--- config.mk ---
export PLATFORM = sky130hd
export DESIGN_NAME = sem_ram
export DESIGN_NICKNAME = d
export VERILOG_FILES = /design/src/hw/rtl/sojourn_ecn_marking_queue_core_macros.svh /design/src/hw/rtl/sem_ram.sv
export SDC_FILE = /design/constraint.sdc
export NUM_CORES = 1
export LEC_CHECK = 0
export BUFFER_PORTS_ARGS = -buffer_cell sky130_fd_sc_hd__buf_4
export CORE_ASPECT_RATIO = 0.5
export CORE_MARGIN = 2
export CORE_UTILIZATION = 60
export DETAILED_ROUTE_END_ITERATION = 8
export PLACE_DENSITY = 0.89
export SLEW_MARGIN = 20
export SYNTH_ARGS = -nofsm -noshare
export SYNTH_HDL_FRONTEND = slang
export SYNTH_SLANG_ARGS = --single-unit
--- constraint.sdc ---
create_clock -name clk -period 5.77 [get_ports clk]
set_input_delay 1.154 -clock clk [delete_from_list [all_inputs] [get_ports clk]]
set_output_delay 1.154 -clock clk [all_outputs]
set_load 0.005 [all_outputs]
--- src/hw/rtl/sojourn_ecn_marking_queue_core_macros.svh ---
// Assertion macros shared by the queue core.
`ifndef SOJOURN_ECN_MARKING_QUEUE_CORE_MACROS_SVH
`define SOJOURN_ECN_MARKING_QUEUE_CORE_MACROS_SVH

// The consequent must hold in the same cycle as the antecedent.
`define SEM_ASSERT_IMP(label, clk, rst, ante, cons) \
  label: assert property (@(posedge clk) disable iff (rst) (ante) |-> (cons)) \
    else $error("same-cycle check failed");

// The consequent must hold in the cycle after the antecedent.
`define SEM_ASSERT_NEXT(label, clk, rst, ante, cons) \
  label: assert property (@(posedge clk) disable iff (rst) (ante) |=> (cons)) \
    else $error("next-cycle check failed");

`endif

--- src/hw/rtl/sem_ram.sv ---
`timescale 1ns / 1ps
`default_nettype none
module sem_ram #(
  parameter int WIDTH = 8,
  parameter int DEPTH = 16
) (
  input  wire logic                     clk,
  input  wire logic                     we,
  input  wire logic [$clog2(DEPTH)-1:0] waddr,
  input  wire logic [WIDTH-1:0]         wdata,
  input  wire logic [$clog2(DEPTH)-1:0] raddr,
  output logic      [WIDTH-1:0]         rdata
);
  logic [WIDTH-1:0] mem [DEPTH];

  always_ff @(posedge clk) begin
    if (we) begin
      mem[waddr] <= wdata;
    end
    rdata <= mem[raddr];
  end
endmodule
`default_nettype wire

; Yosys cells after proc, flatten, opt, wreduce, memory -nomap -nowiden
; Memories as Yosys holds them, arrays and structs flattened. A register that Yosys moved wholly into a read port is not among the register bits.
; Index checks and enable logic that the tools add are counted.
[op_classes]
mux = 2
[ops]
columns = cell, count
row1 = $mux 1, 2
[word_totals]
memories = 1
ram_bits = 128
output_inout_bits = 8
reg_bits = 0
elab_cells = 3
in_bits = 18
[memory_table]
columns = memory, depth, word_bits, read_ports, rd_clocked_by_memory_dff, write_ports, line
row1 = mem, 16, 8, 1, 1, 1, sem_ram.sv:14  ; logic [WIDTH-1:0] mem [DEPTH];

; Longest topological paths before layout
[logic_depth]
ltp_word = 2
ltp_mapped = 5
ltp_nobuf = 3

; Least setup slack after synthesis
; Ideal clock, no wire load.
[synth_path]
path_kind = input to register
from = in waddr[2]
to = mem mem[0][0], enable pin
t_required_ps = 5387
arrival_ps = 2264
path_buffers = 0
setup_ps = 383
cell_stages = 2
slack_ps = 3123
path_cell_list = or3b_2 > nor3_1
[synth_rtl]
columns = element, line
row1 = "start, declared", sem_ram.sv:9  ; input wire logic [$clog2(DEPTH)-1:0] waddr,
row2 = "end, declared", sem_ram.sv:14
; Straight into the memory's write port.

==> flow_summary_export.csv <==
group,metric,value,unit
timing,clock_skew,7.29,ps
place,hpwl,6.04,mm
detailed_routing,drcViolationCount,0,
timing,max_freq,405,MHz
global_routing,maximum_number_of_pins_on_one_net_before_global_route_repair,33,
detailed_routing,drt_first_pass_iters,5,
finish,antenna_cell_count,0,
detailed_routing,vias_per_cell,6.86,
clocking,clock_sinks,136,
timing,setup_viol,0,
logic_synthesis,synth-seq-area-share,77.8,%
logic_synthesis,syn-num-nets,247,
min_path,hold-path-endpoint,"rdata[4]$_DFF_P_",
clocking,tritoncts,"yes",
min_path,hold_path.class,"reg2reg",
floorplan,starting_utilization_of_the_core_area,63.0,%
floorplan,placementRows,23,
setup_path,ff2ff_path_depth,3,
setup_path,crit_required,6060,ps
clocking,clk_pin_slew_worst_paths,50,ps
detailed_routing,ant_nets,0,
floorplan,floorplan.die.width,135,um
timing,finalWorstPathRequiredPeriod,2470,ps
global_routing,grt_pass1_wl,17.3,mm
setup_path,crit_path_start_kind,"primary input",
timing,report.final.slew_viol_count,0,
timing,tightest_slew,1040,ps
timing,hold_viol_final,0,
setup_path,setup.reg_to_reg.worst_slack,4280,ps
place,place_congestion,0.812,
timing,post-route-worst-setup-slack,3300,ps
timing,rsz0062_at_grt,"no",
clocking,clkLatencyLatePin,420,ps
place,numPortBuffers,25,
setup_path,setup.worst_path.end_class,"flip-flop",
setup_path,critical_path_arrival,2760,ps
floorplan,core-area,8170,sq um
setup_path,r2r-start,"mem[5][2]$_DFFE_PP_",
detailed_routing,route.final.wire_length,11.5,mm
clocking,clock_path_buffers,2,
global_routing,grt-ovfl-total,0,
power_and_ir_drop,irDropWorstVdd,246,uV
setup_path,critPathMaxFanout,32,
detailed_routing,dr_total_vias,2683,
floorplan,die_height,69.5,um
clocking,cts_made_buffers,17,
timing,period_share,42.8,%
logic_synthesis,synth.ff_latch_count,136,
finish,final_area,6040,sq um
clocking,cts.root.buffer_cell,"sky130_fd_sc_hd__clkbuf_16",
place,placed_area,5400,sq um
power_and_ir_drop,power.density,392,nW/um^2
clocking,postCtsSetupBuffers,0,
timing,relSlewSlack,30.7,%
global_routing,grt_pass1_vias,2650,
status,run_status,"finished clean",
setup_path,reg2reg_to,"rdata[2]$_DFF_P_",
finish,area_growth,17.3,%
min_path,hold_path_startpoint,"mem[14][4]$_DFFE_PP_",
floorplan,design.die.area,9380,sq um
place,placement.setup.worst_slack,2660,ps
clocking,ctsHoldBuffers,0,
global_routing,antenna_violations_before_repair,0,
detailed_routing,drt_iter0_markers,399,
finish,final_layout_size_suffix_gt1_share,26.5,%
logic_synthesis,ys_warn_count,0,
clocking,cts_resized,0,
min_path,hold-path-cell-count,3,
timing,finalSetupTns,0,ps
power_and_ir_drop,power.switching_fraction,19.4,%
power_and_ir_drop,comb_power_share,4.6,%
flow_run,cap_violations,0,
global_routing,grt_overall_usage,27.3,%
setup_path,crit_type,"in2reg",
power_and_ir_drop,pwr-share-seq,47.0,%
logic_synthesis,post_syn_area_per_cell,22.5,sq um
logic_synthesis,synth.lib_cells_used.distinct,19,
floorplan,pin_count,26,
power_and_ir_drop,clk_pwr_share,48.4,%
power_and_ir_drop,net-switching-power,460,uW
logic_synthesis,syn-cell-area,5150,sq um
detailed_routing,avgRoutedWirePerCell,29.4,um
clocking,h_tree_level_count,4,
finish,finish.utilization,73.9,%
power_and_ir_drop,total_leakage_power,0.00203,uW
finish,num-nets-final,284,
power_and_ir_drop,internal-power,1910,uW
logic_synthesis,synthCells,229,
==> cell usage in the layout, fill, tap and decap left out, drive strengths merged, types with 5 or more instances in the layout <==
| master | count |
|---|---|
| clkinv | 7 |
| bufinv | 5 |
| clkbuf | 20 |
| mux4 | 32 |
| dfxtp | 8 |
| edfxtp | 128 |
| a22oi | 16 |
| buf | 28 |
| nor2 | 13 |
| nand2 | 9 |
==> metrics by stage <==
step	total power, uW	hold slack (ps)	cells
2_1_floorplan	1190	629	229
3_3_place_gp	1230	647	358
3_5_place_dp	1230	650	358
4_1_cts	2370	678	390
5_1_grt	2420	716	391
6_report	2370	682	391
==> metal layers <==
layer  GRT usage [%]  wire length, um  vias to the layer above
met5               0                0                        -
met4            12.5              321                        0
met3            7.53             1310                       29
met2            39.7             5370                      224
met1            39.5             4500                     1383
li1                -                -                     1047
==> flip-flops by register name, indices dropped and copies added (netlist names) <==
signal and flops:
mem 128, rdata 8
==> Yosys cell counts <==
master                              n  area, sq um
sky130_fd_sc_hd__and2b_1            1         7.51
sky130_fd_sc_hd__buf_6              3         33.8
sky130_fd_sc_hd__clkdlybuf4s25_2    3         30.0
sky130_fd_sc_hd__nor2_1            13         48.8
sky130_fd_sc_hd__or3b_2             1         8.76
sky130_fd_sc_hd__a22oi_1           16          120
sky130_fd_sc_hd__mux4_1            14          368
sky130_fd_sc_hd__buf_2              3         15.0
sky130_fd_sc_hd__buf_4              1         7.51
sky130_fd_sc_hd__nand2b_1           2         12.5
sky130_fd_sc_hd__dfxtp_1            8          160
sky130_fd_sc_hd__nor3_1             4         20.0
sky130_fd_sc_hd__mux4_2            18          405
sky130_fd_sc_hd__nor2b_1            1         6.26
sky130_fd_sc_hd__nand3_1            1         5.00
sky130_fd_sc_hd__edfxtp_1         128         3840
sky130_fd_sc_hd__nand3b_1           2         15.0
sky130_fd_sc_hd__nand2_1            9         33.8
sky130_fd_sc_hd__and2_1             1         6.26
==> critical path, cell delays in order <==
cell                      delay (ps)
sky130_fd_sc_hd__buf_4           480
sky130_fd_sc_hd__mux4_1          650
sky130_fd_sc_hd__a22oi_1         350
sky130_fd_sc_hd__nand2_1         110
==> cell type report <==
cell class                 count  area [sq um]
sequential                   136          4000
fill                         407          2130
multi-input combinational     83          1070
clock buffer                  20           437
timing repair buffer          28           210
clock inverter                12           180
tap                          112           140
==> power by group through the flow <==
| stage | Combinational (uW) | Clock, uW | Sequential (uW) |
|---|---|---|---|
| 3_3_place_gp | 96.8 | 0 | 1130 |
| 4_1_cts | 107 | 1150 | 1110 |
| 6_report | 109 | 1150 | 1110 |
| 2_1_floorplan | 56.1 | 0 | 1130 |
| 3_5_place_dp | 102 | 0 | 1130 |
| 5_1_grt | 115 | 1190 | 1110 |
==> how the worst max path moves through the flow <==
stage / start / end / slack, ps / cells after the start
CTS: waddr[2] / mem[0][3]$_DFFE_PP_ / 3060 / 3
global route: raddr[0] / rdata[2]$_DFF_P_ / 3230 / 4
finish: raddr[0] / rdata[2]$_DFF_P_ / 3300 / 4
floorplan: waddr[2] / mem[0][0]$_DFFE_PP_ / 3120 / 2
detailed placement: waddr[2] / mem[0][0]$_DFFE_PP_ / 2660 / 3
global placement: waddr[2] / mem[0][0]$_DFFE_PP_ / 2780 / 3
==> cell families (layout without fill, tap and decap cells) <==
kind of cell,count (synthesis),count (layout),share of synthesized area (%)
flops,136,136,77.8
buf+inv,10,60,1.68
compound gates,16,16,2.33
simple gates,35,35,3.18
mux,32,32,15.0
No activity file was read; power rests on OpenSTA's default activity.
